$ cat src/deadline_timer_queue_unit_macros.svh
// assertion macros of the timer queue top level
`ifndef DEADLINE_TIMER_QUEUE_UNIT_MACROS_SVH
`define DEADLINE_TIMER_QUEUE_UNIT_MACROS_SVH

// plain property, sampled on clk_i, quiet while in reset
`define DTQ_ASSERT(lbl, prop, msg) \
  lbl: assert property (@(posedge clk_i) disable iff (!rst_ni) (prop)) else $error(msg);

// same-cycle implication
`define DTQ_ASSERT_IMP(lbl, ante, cons, msg) \
  `DTQ_ASSERT(lbl, (ante) |-> (cons), msg)

`endif

$ cat src/dtq_pkg.sv
// types and constants of the deadline timer queue
`timescale 1ns / 1ps

package dtq_pkg;

  // most expiries handed out by one tick
  localparam int unsigned MaxRes = 16;
  localparam int unsigned CntW   = 5;

  // operation codes, also used as result kinds
  typedef enum logic [1:0] {
    OP_ADD    = 2'd0,
    OP_CANCEL = 2'd1,
    OP_QUERY  = 2'd2,
    OP_TICK   = 2'd3
  } op_e;

  typedef struct packed {
    logic [1:0]  operation;
    logic [30:0] delay;
    logic [15:0] callback_id;
    logic [31:0] callback_arg;
    logic [3:0]  handle;
  } in_word_t;

  typedef struct packed {
    logic [1:0]  kind;
    logic [3:0]  slot;
    logic        ok;
    logic [15:0] due_id;
    logic [31:0] due_arg;
    logic        last;
  } out_word_t;

  // one slot of the entry memory
  typedef struct packed {
    logic [31:0] deadline;
    logic [31:0] order;
    logic [15:0] cb_id;
    logic [31:0] cb_arg;
  } entry_t;

  typedef enum logic [2:0] {
    ST_IDLE,
    ST_EXEC,
    ST_SCAN,
    ST_EMIT,
    ST_FLUSH
  } state_e;

endpackage

$ cat src/deadline_timer_queue_unit.sv
// top level of the deadline timer queue: sequencer, scan compare and output register
`timescale 1ns / 1ps
`include "deadline_timer_queue_unit_macros.svh"

// add, cancel, query: one word in, one result word, placed in the output register once it is free
// tick: one scan of the entry memory per expiry plus a final one that finds nothing,
//   except at the cap of 16 expiries, where no final scan is made
// one input word at a time, a new one only after the last is through; in_stall_o is low only while idle
// reset clears all live flags, the millisecond counter and the insertion counter;
//   the entry memory is not cleared, only entries of live slots are used

module deadline_timer_queue_unit import dtq_pkg::*; #(
  parameter int unsigned SLOTS = 16
) (
  input  logic      clk_i,
  input  logic      rst_ni,
  input  logic      in_valid_i,
  output logic      in_stall_o,
  input  in_word_t  in_word_i,
  output logic      out_valid_o,
  input  logic      out_stall_i,
  output out_word_t out_word_o
);

  localparam int unsigned SW = $clog2(SLOTS);
  localparam int unsigned AW = $clog2(SLOTS + 1);
  localparam logic [SW-1:0] LastIdx = SW'(SLOTS - 1);

  // sequencer and command
  state_e   state_q, state_d;
  in_word_t cmd_q, cmd_d;

  // time base and insertion numbering
  logic [31:0] now_q, now_d;
  logic [31:0] ins_cnt_q, ins_cnt_d;

  // scan of the entry memory
  logic [AW-1:0] scan_addr_q, scan_addr_d;
  logic          rd_pend_q, rd_pend_d;
  logic [SW-1:0] rd_idx_q, rd_idx_d;

  // earliest due entry seen so far in this scan
  logic          found_q, found_d;
  logic [SW-1:0] best_idx_q, best_idx_d;
  logic [31:0]   best_age_q, best_age_d;
  logic [31:0]   best_order_q, best_order_d;
  logic [15:0]   best_id_q, best_id_d;
  logic [31:0]   best_arg_q, best_arg_d;

  // expiry held back until we know whether it is the last one
  logic          pend_vld_q, pend_vld_d;
  out_word_t     pend_q, pend_d;
  logic [CntW-1:0] emit_cnt_q, emit_cnt_d;

  // output register
  logic      out_valid_q, out_valid_d;
  out_word_t out_q, out_d;
  logic      out_free;

  // memory and live flag hookup
  logic          mem_we, mem_re;
  entry_t        mem_wdata, mem_rdata;
  logic [SW-1:0] mem_raddr;
  logic          live_set, live_clr;
  logic [SW-1:0] live_clr_idx;
  logic [SLOTS-1:0] live_vec;
  logic          free_vld;
  logic [SW-1:0] free_idx;

  // handle lookup for cancel and query
  logic [SW-1:0] h_idx;
  logic          h_in_range;
  logic          h_live;

  // compare of the word just read against the best so far
  logic [31:0] age_c;
  logic [31:0] ord_diff_c;
  logic        earlier_c;
  logic        cand_c;

  dtq_mem #(
    .SLOTS (SLOTS),
    .SW    (SW)
  ) u_mem (
    .clk_i   (clk_i),
    .we_i    (mem_we),
    .waddr_i (free_idx),
    .wdata_i (mem_wdata),
    .re_i    (mem_re),
    .raddr_i (mem_raddr),
    .rdata_o (mem_rdata)
  );

  dtq_live #(
    .SLOTS (SLOTS),
    .SW    (SW)
  ) u_live (
    .clk_i      (clk_i),
    .rst_ni     (rst_ni),
    .set_i      (live_set),
    .set_idx_i  (free_idx),
    .clr_i      (live_clr),
    .clr_idx_i  (live_clr_idx),
    .live_o     (live_vec),
    .free_o     (free_vld),
    .free_idx_o (free_idx)
  );

  assign in_stall_o  = (state_q != ST_IDLE);
  assign out_valid_o = out_valid_q;
  assign out_word_o  = out_q;
  assign out_free    = !out_valid_q || !out_stall_i;

  assign h_idx      = SW'(cmd_q.handle);
  assign h_in_range = (32'(cmd_q.handle) < SLOTS);
  assign h_live     = h_in_range ? live_vec[h_idx] : 1'b0;

  // new entry written on add
  assign mem_wdata.deadline = now_q + {1'b0, cmd_q.delay};
  assign mem_wdata.order    = ins_cnt_q;
  assign mem_wdata.cb_id    = cmd_q.callback_id;
  assign mem_wdata.cb_arg   = cmd_q.callback_arg;
  assign mem_raddr          = scan_addr_q[SW-1:0];

  // wrap-safe due test and ordering: larger age is earlier, ties by insertion number
  assign age_c      = now_q - mem_rdata.deadline;
  assign ord_diff_c = best_order_q - mem_rdata.order;
  assign earlier_c  = (age_c > best_age_q) || ((age_c == best_age_q) && !ord_diff_c[31]);
  assign cand_c     = rd_pend_q && live_vec[rd_idx_q] && !age_c[31]
                      && (!found_q || earlier_c);

  always_comb begin
    state_d      = state_q;
    cmd_d        = cmd_q;
    now_d        = now_q;
    ins_cnt_d    = ins_cnt_q;
    scan_addr_d  = scan_addr_q;
    rd_pend_d    = 1'b0;
    rd_idx_d     = rd_idx_q;
    found_d      = found_q;
    best_idx_d   = best_idx_q;
    best_age_d   = best_age_q;
    best_order_d = best_order_q;
    best_id_d    = best_id_q;
    best_arg_d   = best_arg_q;
    pend_vld_d   = pend_vld_q;
    pend_d       = pend_q;
    emit_cnt_d   = emit_cnt_q;
    out_valid_d  = out_valid_q && out_stall_i;
    out_d        = out_q;
    mem_we       = 1'b0;
    mem_re       = 1'b0;
    live_set     = 1'b0;
    live_clr     = 1'b0;
    live_clr_idx = best_idx_q;

    unique case (state_q)
      ST_IDLE: begin
        if (in_valid_i) begin
          cmd_d = in_word_i;
          if (in_word_i.operation == OP_TICK) begin
            now_d       = now_q + 32'd1;
            scan_addr_d = '0;
            found_d     = 1'b0;
            emit_cnt_d  = '0;
            pend_vld_d  = 1'b0;
            state_d     = ST_SCAN;
          end else begin
            state_d = ST_EXEC;
          end
        end
      end

      ST_EXEC: begin
        if (out_free) begin
          out_valid_d   = 1'b1;
          out_d.kind    = cmd_q.operation;
          out_d.due_id  = '0;
          out_d.due_arg = '0;
          out_d.last    = 1'b1;
          if (cmd_q.operation == OP_ADD) begin
            // full queue answers slot 0, not accepted
            out_d.slot = free_vld ? 4'(free_idx) : 4'd0;
            out_d.ok   = free_vld;
            mem_we     = free_vld;
            live_set   = free_vld;
            if (free_vld) begin
              ins_cnt_d = ins_cnt_q + 32'd1;
            end
          end else begin
            out_d.slot   = cmd_q.handle;
            out_d.ok     = h_live;
            live_clr     = h_live && (cmd_q.operation == OP_CANCEL);
            live_clr_idx = h_idx;
          end
          state_d = ST_IDLE;
        end
      end

      ST_SCAN: begin
        mem_re    = (scan_addr_q < AW'(SLOTS));
        rd_pend_d = mem_re;
        rd_idx_d  = scan_addr_q[SW-1:0];
        if (mem_re) begin
          scan_addr_d = scan_addr_q + AW'(1);
        end
        if (cand_c) begin
          found_d      = 1'b1;
          best_idx_d   = rd_idx_q;
          best_age_d   = age_c;
          best_order_d = mem_rdata.order;
          best_id_d    = mem_rdata.cb_id;
          best_arg_d   = mem_rdata.cb_arg;
        end
        if (rd_pend_q && (rd_idx_q == LastIdx)) begin
          state_d = ST_EMIT;
        end
      end

      ST_EMIT: begin
        if (found_q) begin
          if (!pend_vld_q || out_free) begin
            // earlier expiry now known not to be the last
            if (pend_vld_q) begin
              out_valid_d = 1'b1;
              out_d       = pend_q;
              out_d.last  = 1'b0;
            end
            pend_vld_d     = 1'b1;
            pend_d.kind    = OP_TICK;
            pend_d.slot    = 4'(best_idx_q);
            pend_d.ok      = 1'b1;
            pend_d.due_id  = best_id_q;
            pend_d.due_arg = best_arg_q;
            pend_d.last    = 1'b0;
            live_clr       = 1'b1;
            emit_cnt_d     = emit_cnt_q + CntW'(1);
            if (emit_cnt_q == CntW'(MaxRes - 1)) begin
              state_d = ST_FLUSH;
            end else begin
              scan_addr_d = '0;
              found_d     = 1'b0;
              state_d     = ST_SCAN;
            end
          end
        end else if (!pend_vld_q) begin
          // nothing due on this tick
          state_d = ST_IDLE;
        end else if (out_free) begin
          out_valid_d = 1'b1;
          out_d       = pend_q;
          out_d.last  = 1'b1;
          pend_vld_d  = 1'b0;
          state_d     = ST_IDLE;
        end
      end

      ST_FLUSH: begin
        // sixteen expiries reached, the rest waits for later ticks
        if (out_free) begin
          out_valid_d = 1'b1;
          out_d       = pend_q;
          out_d.last  = 1'b1;
          pend_vld_d  = 1'b0;
          state_d     = ST_IDLE;
        end
      end

      default: begin
        state_d = ST_IDLE;
      end
    endcase
  end

  always_ff @(posedge clk_i or negedge rst_ni) begin
    if (!rst_ni) begin
      state_q     <= ST_IDLE;
      now_q       <= '0;
      ins_cnt_q   <= '0;
      scan_addr_q <= '0;
      rd_pend_q   <= 1'b0;
      found_q     <= 1'b0;
      pend_vld_q  <= 1'b0;
      emit_cnt_q  <= '0;
      out_valid_q <= 1'b0;
    end else begin
      state_q     <= state_d;
      now_q       <= now_d;
      ins_cnt_q   <= ins_cnt_d;
      scan_addr_q <= scan_addr_d;
      rd_pend_q   <= rd_pend_d;
      found_q     <= found_d;
      pend_vld_q  <= pend_vld_d;
      emit_cnt_q  <= emit_cnt_d;
      out_valid_q <= out_valid_d;
    end
  end

  always_ff @(posedge clk_i) begin
    cmd_q        <= cmd_d;
    rd_idx_q     <= rd_idx_d;
    best_idx_q   <= best_idx_d;
    best_age_q   <= best_age_d;
    best_order_q <= best_order_d;
    best_id_q    <= best_id_d;
    best_arg_q   <= best_arg_d;
    pend_q       <= pend_d;
    out_q        <= out_d;
  end

  `DTQ_ASSERT(a_emit_cap, emit_cnt_q <= CntW'(MaxRes), "more than sixteen expiries on one tick")
  `DTQ_ASSERT_IMP(a_idle_no_pend, state_q == ST_IDLE, !pend_vld_q, "expiry left behind in idle")
  `DTQ_ASSERT(a_live_one_op, !(live_set && live_clr), "slot set and cleared together")
  `DTQ_ASSERT_IMP(a_best_live, (state_q == ST_EMIT) && found_q, live_vec[best_idx_q], "chosen slot not live")

endmodule

$ cat src/dtq_mem.sv
// slot entry memory: one write port, one registered read port
`timescale 1ns / 1ps

module dtq_mem import dtq_pkg::*; #(
  parameter int unsigned SLOTS = 16,
  parameter int unsigned SW    = 4
) (
  input  logic          clk_i,
  input  logic          we_i,
  input  logic [SW-1:0] waddr_i,
  input  entry_t        wdata_i,
  input  logic          re_i,
  input  logic [SW-1:0] raddr_i,
  output entry_t        rdata_o
);

  entry_t mem_q [SLOTS];
  entry_t rdata_q;

  always_ff @(posedge clk_i) begin
    if (we_i) begin
      mem_q[waddr_i] <= wdata_i;
    end
    if (re_i) begin
      rdata_q <= mem_q[raddr_i];
    end
  end

  assign rdata_o = rdata_q;

endmodule

$ cat src/dtq_live.sv
// live flags of the slots and lowest free slot search
`timescale 1ns / 1ps

module dtq_live import dtq_pkg::*; #(
  parameter int unsigned SLOTS = 16,
  parameter int unsigned SW    = 4
) (
  input  logic             clk_i,
  input  logic             rst_ni,
  input  logic             set_i,
  input  logic [SW-1:0]    set_idx_i,
  input  logic             clr_i,
  input  logic [SW-1:0]    clr_idx_i,
  output logic [SLOTS-1:0] live_o,
  output logic             free_o,
  output logic [SW-1:0]    free_idx_o
);

  logic [SLOTS-1:0] live_q;
  logic [SLOTS-1:0] live_d;

  always_comb begin
    live_d = live_q;
    if (set_i) begin
      live_d[set_idx_i] = 1'b1;
    end
    if (clr_i) begin
      live_d[clr_idx_i] = 1'b0;
    end
  end

  always_ff @(posedge clk_i or negedge rst_ni) begin
    if (!rst_ni) begin
      live_q <= '0;
    end else begin
      live_q <= live_d;
    end
  end

  // lowest free slot wins
  always_comb begin
    free_o     = 1'b0;
    free_idx_o = '0;
    for (int i = SLOTS - 1; i >= 0; i--) begin
      if (!live_q[i]) begin
        free_o     = 1'b1;
        free_idx_o = SW'(i);
      end
    end
  end

  assign live_o = live_q;

endmodule

$ cat config.mk
export PLATFORM = sky130hd
export DESIGN_NAME = deadline_timer_queue_unit
export DESIGN_NICKNAME = d
export VERILOG_FILES = /design/src/dtq_pkg.sv /design/src/deadline_timer_queue_unit.sv /design/src/dtq_mem.sv /design/src/dtq_live.sv
export VERILOG_INCLUDE_DIRS = /design/src /design/src/src
export SDC_FILE = /design/constraint.sdc
export NUM_CORES = 2
export LEC_CHECK = 0
export BUFFER_PORTS_ARGS = -buffer_cell sky130_fd_sc_hd__buf_2
export CAP_MARGIN = 0
export CELL_PAD_IN_SITES_DETAIL_PLACEMENT = 0
export CELL_PAD_IN_SITES_GLOBAL_PLACEMENT = 2
export CORE_MARGIN = 2
export CORE_UTILIZATION = 46
export DETAILED_ROUTE_END_ITERATION = 7
export PLACE_DENSITY_LB_ADDON = 0.1
export SLEW_MARGIN = 40
export SYNTH_ARGS = -nofsm -noshare
export SYNTH_HDL_FRONTEND = slang
export SYNTH_SLANG_ARGS = --single-unit
export TNS_END_PERCENT = 20
$ cat constraint.sdc
create_clock -name clk_i -period 11.67 [get_ports clk_i]
set_clock_uncertainty 0.15 [all_clocks]
set_input_delay 2.334 -clock clk_i [delete_from_list [all_inputs] [get_ports clk_i]]
set_output_delay 2.334 -clock clk_i [all_outputs]
set_load 0.05 [all_outputs]
==> metrics <==
flops & latches, synth about 2,300; Critical Path End best_arg_q[14]$_DFFE_PP_; layout cell share with drive strength beyond 1 between 20% and 30%; global route overflow 0; CTS buffer count roughly 240; Port Buffer Count 146; leakage between 30 and 40 nW; crit start category flip-flop; CTS max path bufs 3; Reg area slightly below 70,000 sq um; die height about 450 um; die width around 450 um; critical path arrival 7040 ps; Hold Path Class flip-flop to flip-flop; Final Util ~53%; post-CTS sizing 0; Post-synth ARST share approximately 4.2%; routability cong. about 0.76; RR Endpoint best_arg_q[14]$_DFFE_PP_; clock-pin slew on the worst setup and hold paths ~60 ps; final net count 4,759; worst-path maximum fanout 40; worst r2r src now_q[0]$_DFFE_PN0P_; Yosys cell types 73; htree depth 4; Via-to-Cell Ratio ~5.8; Starting Density between 40% and 50%; Post-synth EDFFs ~2,200; fill count 15,210; internal reg-to-reg setup slack around 5000 ps; RSZ-0062 raised after global routing false; Avg Inst Size Synth between 20 and 25 sq um; synth warn 0; ranking of synthesized cells by area edfxtp_1, mux4_2, dfrtp_1; Core Area a little under 200,000 sq um; most frequent cells after synthesis edfxtp_1, mux4_2, inv_1; DR pass1 iterations 5; multi-input logic area around 20,000 sq um; clock root cell clkbuf_16; clk sink count around 2,300; ys flop type edfxtp_1; initial antenna violation count 6; count leader, synth edfxtp_1; Pwr per Cell Area between 200 and 250 nW/um^2; status completed; routed vias approximately 43,000; Detail Placement HPWL ~120,000 um; Wirelength per Cell between 20 and 30 um; first-pass GRT wire length roughly 320,000 um; largest net degree at the start of global routing 95; Crit. Startpoint now_q[0]$_DFFE_PN0P_; die area 200,000 sq um; vias in the first global route ~44,000; Seq/Total Area, Yosys 76.5%; Setup CP Type flip-flop to flip-flop; TritonCTS clock tree done; final hold vios 0; power consumption approximately 22 mW; Max VDD drop slightly below 0.0002 V; io pins 147; Worst Tran Pin Value ~880 ps; Final Cycle Share about 58%; mapped cell area 90,200 sq um; Syn Nets ~4,400; area delta synth->final 13.9%; hold_buf cts 0; # DRC 0; relative slew slack between 40% and 50%; clk_lat worst skew between 800 and 900 ps; WHS ~270 ps; overall routed net length about 220,000 um; top cell type by total area after synthesis edfxtp_1; Slew Limit Fails 0; Tot GR Track Use 22.2%; Fmax achieved 149 MHz; number of cell rows ~160; Sum Neg Setup Slack 0 ps; Post-DRT Antenna Nets 0; Max Cap Viol 0; CP required around 12,000 ps; post-synth top area share 73.8%; minimum clock period between 6000 and 7000 ps; CP endpoint kind flip-flop; Post-CTS Setup Bufs 0; reg2reg path depth 21; Final setup viols 0; Initial DRC Count between 4,000 and 5,000; Mapped Cells 4,207
==> state kept, by name, indices dropped and copies added, names as in the netlist, 32 cells and up <==
name and flops:
now_q 32, u_mem.rdata_o 112, out_word_o 56, cmd_q 81, ins_cnt_q 32, u_mem.mem_q 1792, pend_q 52, best_age_q 32
best_arg_q 32, best_order_q 32
==> how the worst min path moves through the flow <==
stage,from,endpoint,slack (ps),cells past startpoint
finish,u_mem.rdata_o[43]$_DFFE_PP_,best_id_q[11]$_DFFE_PP_,270,0
global route,best_arg_q[13]$_DFFE_PP_,pend_q[14]$_DFFE_PP_,270,0
CTS,u_mem.rdata_o[29]$_DFFE_PP_,best_arg_q[29]$_DFFE_PP_,270,0
detailed placement,u_mem.rdata_o[29]$_DFFE_PP_,best_arg_q[29]$_DFFE_PP_,250,0
global placement,u_mem.rdata_o[4]$_DFFE_PP_,best_arg_q[4]$_DFFE_PP_,250,0
floorplan,u_mem.rdata_o[0]$_DFFE_PP_,best_arg_q[0]$_DFFE_PP_,250,0
==> area by class of cell <==
type                            count  share of cell area, %
Antenna cell                        3                0.00731
Clock buffer                      294                   6.05
Clock inverter                    147                   1.23
Inverter                          136                  0.498
Multi-Input combinational cell   1600                   19.8
Sequential cell                  2314                   67.2
Tap cell                         2624                   3.20
Timing Repair Buffer              252                   1.97
==> placed cells by master (no fill, tap or decap), types with 18 or more instances in the layout <==
cell type,count
xor2_1,32
nand2_1,100
nand4_1,27
ha_1,129
clkbuf_1,51
and3_1,23
mux4_2,569
nor2_1,112
inv_1,135
clkinv_2,48
a21o_1,45
xnor2_1,73
o21ai_0,53
clkinv_1,65
clkbuf_16,238
bufinv_16,18
a21oi_1,78
buf_4,62
nand3_1,40
a22o_1,21
buf_2,145
edfxtp_1,2217
dfrtp_1,93
a22oi_1,31
==> kinds of logic after synthesis <==
kind of cell | synth area share [%]
buffers and inverters | 1.23
multiplexers | 14.3
XOR/XNOR | 1.15
AO/OA/AOI/OAI | 2.67
AND/OR/NAND/NOR | 2.30
adder cells (fa/ha/maj) | 1.83
flip-flops | 76.5
==> through the flow <==
stage | setup slack [ps] | area (sq um) | cells
detailed placement | 4870 | 95100 | 6922
CTS | 4870 | 103000 | 7363
floorplan | 235 | 90200 | 4207
global route | 4420 | 103000 | 7369
finish | 4960 | 103000 | 7370
global placement | 4960 | 94600 | 6911
==> worst max-delay path, cell delays in order (launching register included) <==
cell and delay [ps]:
dfrtp_1 400, inv_1 80, ha_1 230, fa_1 410
nor2b_1 180, o21bai_1 120, a21oi_1 440, a31o_2 310
a31oi_1 170, o21ai_0 220, o211ai_1 150, a311o_1 350
xnor2_1 170, ha_1 300, nand4_1 140, nor4_1 410
a221oi_1 160, nor2_1 130, o2111ai_1 210, nor2_4 160
buf_4 610, buf_4 790
==> power breakdown <==
part | switching [mW] | internal (mW) | total, mW
clock network | 3.14 | 4.16 | 7.29
logic | 2.33 | 2.07 | 4.40
registers | 0.315 | 9.70 | 10.0
==> per-layer routing <==
layer / track usage (%) / vias to the layer above / part of all wire, %
met5: 0 / - / 0
met4: 5.93 / 0 / 2.4
met3: 2.98 / 302 / 4.7
met2: 35.0 / 1136 / 48
met1: 32.8 / 23247 / 45
li1: - / 18136 / -
No activity file was read; power rests on OpenSTA's default activity.
